===== src/rtl/brc_pkg.sv =====
`default_nettype none

package brc_pkg;

   // Coordinate width of every request field and of every result field but visible
   localparam int COORD_BITS = 16;

   // Clip box registers
   localparam int CLIP_BITS  = 15;
   localparam int CSR_IDX_BITS = 4;
   localparam int CSR_DATA_BITS = 16;

   localparam logic [CLIP_BITS-1:0] CLIP_LO_RESET = '0;
   localparam logic [CLIP_BITS-1:0] CLIP_HI_RESET = '1;

   typedef enum logic [CSR_IDX_BITS-1:0] {
      CSR_DST_CLIP_X0 = 4'd0,
      CSR_DST_CLIP_Y0 = 4'd1,
      CSR_DST_CLIP_X1 = 4'd2,
      CSR_DST_CLIP_Y1 = 4'd3,
      CSR_SRC_CLIP_X0 = 4'd4,
      CSR_SRC_CLIP_Y0 = 4'd5,
      CSR_SRC_CLIP_X1 = 4'd6,
      CSR_SRC_CLIP_Y1 = 4'd7
   } csr_index_type;

   typedef struct packed {
      logic signed [COORD_BITS-1:0] dest_x;
      logic signed [COORD_BITS-1:0] dest_y;
      logic signed [COORD_BITS-1:0] source_x;
      logic signed [COORD_BITS-1:0] source_y;
      logic signed [COORD_BITS-1:0] rect_width;
      logic signed [COORD_BITS-1:0] rect_height;
   } req_type;

   typedef struct packed {
      logic signed [COORD_BITS-1:0] out_dest_x;
      logic signed [COORD_BITS-1:0] out_dest_y;
      logic signed [COORD_BITS-1:0] out_source_x;
      logic signed [COORD_BITS-1:0] out_source_y;
      logic signed [COORD_BITS-1:0] out_width;
      logic signed [COORD_BITS-1:0] out_height;
      logic                         visible;
   } rsp_type;

endpackage

`default_nettype wire


===== src/rtl/blit_rect_clipper_core.sv =====
`default_nettype none

// Blit rectangle clipper.
// A request (destination position, source rectangle and size) is taken on
// req_data at a rising edge with start high and busy low. busy is always low:
// a new request may be issued in every cycle.
// Each request is tested for overlap against the destination and source clip
// boxes, then trimmed edge by edge; the clipped request and a visible flag
// come out on rsp_data, marked by a one-cycle rsp_valid strobe.
// rsp_valid is registered: a request passes the input register, then the result
// register; throughput is one request per cycle, set by the single combinational
// trim chain between the two registers.
// When nothing is left to draw, visible is 0 and all coordinates are 0.
// Clip boxes are written over the csr_ port (always ready); index 0..7
// selects dst x0, y0, x1, y1 then src x0, y0, x1, y1, only the low 15 bits
// are kept and other indexes are ignored. Write only while no request is
// in flight.
// Reset (synchronous) drops any request in flight and sets the clip boxes
// to the full 0..32767 range.
// The receiver cannot stall: every result is presented for exactly one cycle.
module blit_rect_clipper_core (
   input  wire                                    clock,
   input  wire                                    reset,
   input  wire                                    start,
   output logic                                   busy,
   input  wire brc_pkg::req_type                  req_data,
   output logic                                   rsp_valid,
   output brc_pkg::rsp_type                       rsp_data,
   input  wire                                    csr_valid,
   output logic                                   csr_ready,
   input  wire [brc_pkg::CSR_IDX_BITS-1:0]        csr_index,
   input  wire [brc_pkg::CSR_DATA_BITS-1:0]       csr_data
);

   localparam int CB = brc_pkg::COORD_BITS;
   localparam int KB = brc_pkg::CLIP_BITS;
   // wide enough for exact position + size and for any clip value
   localparam int EB = ((CB > KB) ? CB : KB) + 2;

   typedef logic signed [CB-1:0] coord_type;
   typedef logic signed [EB-1:0] wide_type;

   // clip box registers
   logic [KB-1:0] dcx0_ff, dcy0_ff, dcx1_ff, dcy1_ff;
   logic [KB-1:0] scx0_ff, scy0_ff, scx1_ff, scy1_ff;
   logic [KB-1:0] csr_val;

   // pipeline registers
   logic             req_valid_ff;
   brc_pkg::req_type req_ff;
   logic             rsp_valid_ff;
   brc_pkg::rsp_type rsp_ff, rsp_in;

   assign busy      = 1'b0;
   assign csr_ready = 1'b1;
   assign csr_val   = csr_data[KB-1:0];

   // configuration writes
   always_ff @(posedge clock) begin
      if (reset) begin
         dcx0_ff <= brc_pkg::CLIP_LO_RESET;
         dcy0_ff <= brc_pkg::CLIP_LO_RESET;
         dcx1_ff <= brc_pkg::CLIP_HI_RESET;
         dcy1_ff <= brc_pkg::CLIP_HI_RESET;
         scx0_ff <= brc_pkg::CLIP_LO_RESET;
         scy0_ff <= brc_pkg::CLIP_LO_RESET;
         scx1_ff <= brc_pkg::CLIP_HI_RESET;
         scy1_ff <= brc_pkg::CLIP_HI_RESET;
      end else if (csr_valid && csr_ready) begin
         unique case (csr_index)
            brc_pkg::CSR_DST_CLIP_X0: dcx0_ff <= csr_val;
            brc_pkg::CSR_DST_CLIP_Y0: dcy0_ff <= csr_val;
            brc_pkg::CSR_DST_CLIP_X1: dcx1_ff <= csr_val;
            brc_pkg::CSR_DST_CLIP_Y1: dcy1_ff <= csr_val;
            brc_pkg::CSR_SRC_CLIP_X0: scx0_ff <= csr_val;
            brc_pkg::CSR_SRC_CLIP_Y0: scy0_ff <= csr_val;
            brc_pkg::CSR_SRC_CLIP_X1: scx1_ff <= csr_val;
            brc_pkg::CSR_SRC_CLIP_Y1: scy1_ff <= csr_val;
            default: ;
         endcase
      end
   end

   // input register
   always_ff @(posedge clock) begin
      if (reset) begin
         req_valid_ff <= 1'b0;
      end else begin
         req_valid_ff <= start && !busy;
      end
   end

   always_ff @(posedge clock) begin
      if (start && !busy) begin
         req_ff <= req_data;
      end
   end

   // positive test on a wrapped difference
   function automatic logic is_pos(input coord_type v);
      return !v[CB-1] && (v != '0);
   endfunction

   // clip value as a coordinate (wraps when coordinates are narrow)
   function automatic coord_type clip_c(input logic [KB-1:0] c);
      return coord_type'(c);
   endfunction

   // clip value at overlap-test width
   function automatic wide_type clip_w(input logic [KB-1:0] c);
      return wide_type'($signed({1'b0, c}));
   endfunction

   // overlap test and trim chain
   always_comb begin
      coord_type dx, dy, sx, sy, w, h, d;
      wide_type  edx, edy, esx, esy, ew, eh;
      logic      hit;

      dx = req_ff.dest_x;
      dy = req_ff.dest_y;
      sx = req_ff.source_x;
      sy = req_ff.source_y;
      w  = req_ff.rect_width;
      h  = req_ff.rect_height;

      edx = wide_type'(dx);
      edy = wide_type'(dy);
      esx = wide_type'(sx);
      esy = wide_type'(sy);
      ew  = wide_type'(w);
      eh  = wide_type'(h);

      hit = (edx < clip_w(dcx1_ff)) && (edy < clip_w(dcy1_ff)) &&
            (edx + ew > clip_w(dcx0_ff)) && (edy + eh > clip_w(dcy0_ff)) &&
            (esx < clip_w(scx1_ff)) && (esy < clip_w(scy1_ff)) &&
            (esx + ew > clip_w(scx0_ff)) && (esy + eh > clip_w(scy0_ff));

      // destination left
      d = clip_c(dcx0_ff) - dx;
      if (is_pos(d)) begin
         w  = w - d;
         sx = sx + d;
         dx = clip_c(dcx0_ff);
      end
      // source left
      d = clip_c(scx0_ff) - sx;
      if (is_pos(d)) begin
         w  = w - d;
         dx = dx + d;
         sx = clip_c(scx0_ff);
      end
      // destination top
      d = clip_c(dcy0_ff) - dy;
      if (is_pos(d)) begin
         h  = h - d;
         sy = sy + d;
         dy = clip_c(dcy0_ff);
      end
      // source top
      d = clip_c(scy0_ff) - sy;
      if (is_pos(d)) begin
         h  = h - d;
         dy = dy + d;
         sy = clip_c(scy0_ff);
      end
      // source right and bottom
      d = sx + w - clip_c(scx1_ff);
      if (is_pos(d)) begin
         w = w - d;
      end
      d = sy + h - clip_c(scy1_ff);
      if (is_pos(d)) begin
         h = h - d;
      end
      // destination right and bottom
      d = dx + w - clip_c(dcx1_ff);
      if (is_pos(d)) begin
         w = w - d;
      end
      d = dy + h - clip_c(dcy1_ff);
      if (is_pos(d)) begin
         h = h - d;
      end

      rsp_in = '0;
      if (hit && is_pos(w) && is_pos(h)) begin
         rsp_in.out_dest_x   = dx;
         rsp_in.out_dest_y   = dy;
         rsp_in.out_source_x = sx;
         rsp_in.out_source_y = sy;
         rsp_in.out_width    = w;
         rsp_in.out_height   = h;
         rsp_in.visible      = 1'b1;
      end
   end

   // result register
   always_ff @(posedge clock) begin
      if (reset) begin
         rsp_valid_ff <= 1'b0;
      end else begin
         rsp_valid_ff <= req_valid_ff;
      end
   end

   always_ff @(posedge clock) begin
      if (req_valid_ff) begin
         rsp_ff <= rsp_in;
      end
   end

   assign rsp_valid = rsp_valid_ff;
   assign rsp_data  = rsp_ff;

endmodule

`default_nettype wire


===== config.mk =====
export PLATFORM = sky130hd
export DESIGN_NAME = blit_rect_clipper_core
export DESIGN_NICKNAME = d
export VERILOG_FILES = /design/src/rtl/brc_pkg.sv /design/src/rtl/blit_rect_clipper_core.sv
export SDC_FILE = /design/constraint.sdc
export NUM_CORES = 2
export LEC_CHECK = 0
export BUFFER_PORTS_ARGS = -buffer_cell sky130_fd_sc_hd__buf_2
export CORE_MARGIN = 8
export CORE_UTILIZATION = 30
export DETAILED_ROUTE_END_ITERATION = 7
export SETUP_SLACK_MARGIN = 0.4
export SYNTH_ARGS = -nofsm -noshare
export SYNTH_HDL_FRONTEND = slang
export SYNTH_SLANG_ARGS = --single-unit
export TNS_END_PERCENT = 30

===== constraint.sdc =====
create_clock -name clock -period 19.4 [get_ports clock]
set_input_delay 3.88 -clock clock [delete_from_list [all_inputs] [get_ports clock]]
set_output_delay 3.88 -clock clock [all_outputs]
set_load 0.01 [all_outputs]

# Word level (Yosys, flattened, before mapping)

Index checks and enable logic that the tools add are counted.

Flip-flop bits (word level): 315
Input bits: 120

Add/subtract/negate cells: 28
Magnitude comparators: 8
Equality and inequality tests: 7
Muxes and demuxes: 17
Reduce and logical (&&, ||, !) cells: 48

Operator list:

| cell               | count |
|---|---|
| $mux 16            | 16 |
| $sub 16x16->16     | 16 |
| $reduce_bool 16->1 | 10 |
| $add 16x16->16     | 8 |
| $add 16x16->17     | 4 |
| $gt 17x16->1       | 4 |
| $lt 16x16->1       | 4 |
| $logic_and 1x1->1  | 19 |
| $eq 4x3->1 const B | 4 |
| $reduce_and 2->1   | 8 |
| $logic_not 1->1    | 10 |
| $eq 4x2->1 const B | 2 |
| $eq 4x1->1 const B | 1 |
| $logic_not 4->1    | 1 |
| $mux 1             | 1 |

# Longest topological paths before layout

Depth in word-level cells: 23
Gate-level depth with buffers: 81

# Worst setup path after synthesis

No wires, ideal clock.

Path type: reg2reg
Start: register req_ff[70] (netlist name)
End: register rsp_ff, in the netlist rsp_data[17] (data pin)
Library setup time: 0.275 ns
Arrival: 16.355 ns
Slack: 2.771 ns
Stages on the path, launching flop included: 77
Buffers on the path: 17
Cells stage by stage: edfxtp_1 -> inv_1 -> ha_1 -> clkbuf_1 -> a21o_1 -> a311oi_1 -> nor2_1 -> or4_1 -> and3_1 -> inv_1 -> nand4_1 -> o21ai_1 -> buf_2 -> clkbuf_1 -> clkbuf_1 -> clkbuf_1 -> clkbuf_1 -> nor2_1 -> [... 41 more ...] -> o21bai_1 -> a21oi_1 -> o21ai_0 -> xnor2_1 -> nand2_1 -> or4bb_1 -> nor3_1 -> nor2b_1 -> clkbuf_1 -> or4_1 -> nand2_1 -> nand3_1 -> or4_1 -> clkbuf_1 -> nand2_1 -> buf_2 -> buf_2 -> a211oi_1

Word-level cells in the longest chain between the ends: 21

RTL lines:

| item                                                    | RTL line                      | RTL |
|---|---|---|
| start, declared                                         | blit_rect_clipper_core.sv:50  | `brc_pkg::req_type req_ff;` |
| start signal, assigned                                  | blit_rect_clipper_core.sv:95  | `req_ff <= req_data;` |
| branches (longest 20 deep; another with $sub 16x16->16) | -                             |  |
| $logic_and 1x1->1 (*)                                   | blit_rect_clipper_core.sv:187 | `if (hit && is_pos(w) && is_pos(h)) begin` |
| end signal, assigned                                    | blit_rect_clipper_core.sv:209 | `rsp_ff <= rsp_in;` |
| end, declared                                           | blit_rect_clipper_core.sv:52  | `brc_pkg::rsp_type rsp_ff, rsp_in;` |

Mark *: on every way between the ends.
A chain may end at the register's enable or synchronous reset.

# Final worst setup path

Start: register req_ff[64] (netlist name)
End: register rsp_ff, in the netlist rsp_data[56] (data pin)

The elaborated chain is that of the path after synthesis.

==> out/metrics.cfg <==
[outcome]
status=finished clean

[timing]
setup-violations-final=0
tightestPinTransition_ns=1.31
hold_viol_final=0
max_freq_ghz=0.0553
slew_viol_final=0
fin_tns_setup_ns=0
rsz0062_at_grt=false
relSlewSlack_pct=11.8
skew_ns=0.0279
post-route-period-util_pct=93.2
finalCriticalPeriod_ns=18.08

[route]
num_vias=30900
wl_per_cell_um=20.7
antenna_left=0
viasPerCell=5.20
routed_wl_um=123000
drt_pass1_iterations=5
drt_iter0_drc=2321
route.detailed.drc=0

[synthesis]
yosysWarnings=0
syn_inst=4199
ys_seq_elements=315
netlist_area_um2=35500
ys_seq_area_share_pct=23.2
ys.flop_type=edfxtp_1
synthDistinctLibCells=125
async_flop_share_pct=0
postSynthAreaPerCell_um2=8.44
synth_edf_count=193

[cells_and_area]
area_delta_synth_final_pct=12.2
final_common_cell=ha_1
fin_nets=5033
fin_area_um2=39800
seqCellArea_um2=8240
fillerInstances=12300
multi_input_area_um2=25100
drive_gt1_share_pct=10.3
layout_common_cells=ha_1, inv_1, a21oi_1

[worst_setup_path]
worst_ep_arrival_time_ns=18.40
r2r_slack_ns=1.32
criticalPathCategory=flip-flop to flip-flop
path_depth=73
cpMostUsedCell=a21o_1
ff2ff_path_depth=73
critical_path_buf_inv_count=9
regToRegEndpoint=rsp_data[56]
required_ns=19.72
cp-start-kind=flip-flop
critPathTopFamily=compound AO/OA/AOI/OAI gates
crit_slowest_cell=a2111oi_0
slowest_delay_ns=0.67
cp-end-kind=flip-flop
worst-path-max-fanout=31
reg2reg_from=req_ff[64]

[clocking]
cts_tree=done
cts.sinks=315
cts-root-buf=clkbuf_16
path_clk_slew_ns=0.06
numCtsBuffers=43
cts_hold_buf=0
insertion_delay_ns=0.63
clockBufferDepth=3
ctsHtreeMaxLevel=2

[worst_hold_path]
holdCritStartpoint=dcx1_ff[4]
whs_endpoint=dcx1_ff[4]
hold_path_class=flip-flop to flip-flop
min_path_cells=2

[global_route]
grt_busiest_layer=met2
gr-total-overflow=0
antenna_found_initial=11
use_met3_pct=2.48
grt_pass1_vias=28600
grt_pass1_wl_um=179000
grtUsageTotal_pct=18.0
grt_max_degree=76
grtUsageMet1_pct=23.3
gr-usage-met2_pct=30.2

[die]
start_util_pct=30.1
ios=220
fp.dieW_um=360
dieArea_um2=129000
core_area_um2=118000
fp.dieH_um=360
rows=126

[placed_design]
place.gp.congestion=0.923
dp_hpwl_um=102000
dpl_cell_area_um2=38300
portBuffers=216

[flow_run]
drv_cap=0

-- cells by family after synthesis --
| family | Yosys count | share of synthesized area [%] |
|---|---|---|
| buffers and inverters | 569 | 6.33 |
| and+or+nand+nor | 1164 | 16.4 |
| xor gates and xnor gates | 322 | 8.22 |
| other | 2 | 0.0212 |
| DFF | 315 | 23.2 |
| adders and majority gates | 552 | 21.0 |
| AOI/OAI and AO/OA | 1165 | 21.4 |
| muxes | 110 | 3.34 |
-- final cells by class --
class,instances,area share [%]
inverter,434,4.10
clock buffer,57,2.97
multi-input combinational,3317,63.0
sequential,315,20.7
clock inverter,23,0.708
timing repair buffer,260,3.66
tap,1536,4.83
antenna,4,0.0252
-- sequential cells by signal (all words and copies together) (netlist names) --
register	cells
req_valid_ff	1
rsp_valid	1
scx0_ff	15
rsp_data	97
req_ff	96
scx1_ff	15
dcx0_ff	15
scy0_ff	15
dcy0_ff	15
dcy1_ff	15
scy1_ff	15
dcx1_ff	15
-- Yosys cell counts (all sizes together) (19+ instances only) --
cell type / instances / area (um^2)
ha: 467 / 5840
inv: 434 / 1630
a21oi: 360 / 1820
nor2: 339 / 1270
nand2: 301 / 1140
o21ai: 233 / 1170
xnor2: 224 / 1970
edfxtp: 193 / 5800
a21o: 132 / 991
dfxtp: 122 / 2440
clkbuf: 93 / 365
xor2: 93 / 830
nor3: 84 / 487
fa: 75 / 1500
mux2i: 72 / 741
o21bai: 72 / 541
nand3: 65 / 330
nor2b: 57 / 357
a211o: 55 / 482
nand2b: 53 / 332
o21a: 52 / 390
nor3b: 45 / 343
buf: 42 / 252
mux2: 38 / 443
a211oi: 37 / 293
o211ai: 35 / 263
nand4: 34 / 213
a31oi: 30 / 194
and2: 29 / 184
nand3b: 27 / 203
and3: 25 / 156
or3: 23 / 144
nor4: 20 / 155
or2: 19 / 121
-- layer usage --
layer	part of all wire (%)	vias to the layer above	wire length (um)
met1	44	14500	54100
met4	4.3	0	5250
li1	-	15400	-
met5	0	-	0
met2	47	845	57500
met3	5.3	193	6490
-- worst max-delay path by stage --
stage                     startpoint            to
after floorplan           req_ff[70]  rsp_data[17]
after global placement    req_ff[64]  rsp_data[56]
after detailed placement  req_ff[80]  rsp_data[11]
after CTS                 req_ff[80]  rsp_data[65]
after global routing      req_ff[80]  rsp_data[65]
final                     req_ff[64]  rsp_data[56]
-- metrics by stage --
step / hold slack (ns) / utilization [%] / instances / setup slack, ns
global placement: 0.452 / 32.5 / 5859 / 1.49
global route: 0.490 / 33.8 / 5942 / 0.411
CTS: 0.472 / 33.8 / 5939 / 1.24
detailed placement: 0.457 / 32.5 / 5859 / 1.34
floorplan: 0.441 / - / 4201 / 2.77
finish: 0.467 / 33.8 / 5946 / 1.32
-- worst min-delay path, delay by kind of cell, from the launching register on --
kind             cells  cell delay (ns)
DFF                  1             0.32
and+or+nand+nor      2             0.12
-- timing repair --
item                       CTS  global route
resized for setup            0             7
hold endpoints to repair     0             0
setup buffers                0             3
setup endpoints to repair    0            95
Power is left out: the tool's default activity adds up to more than one toggle a clock period on the data nets, which glitch-free logic cannot reach.
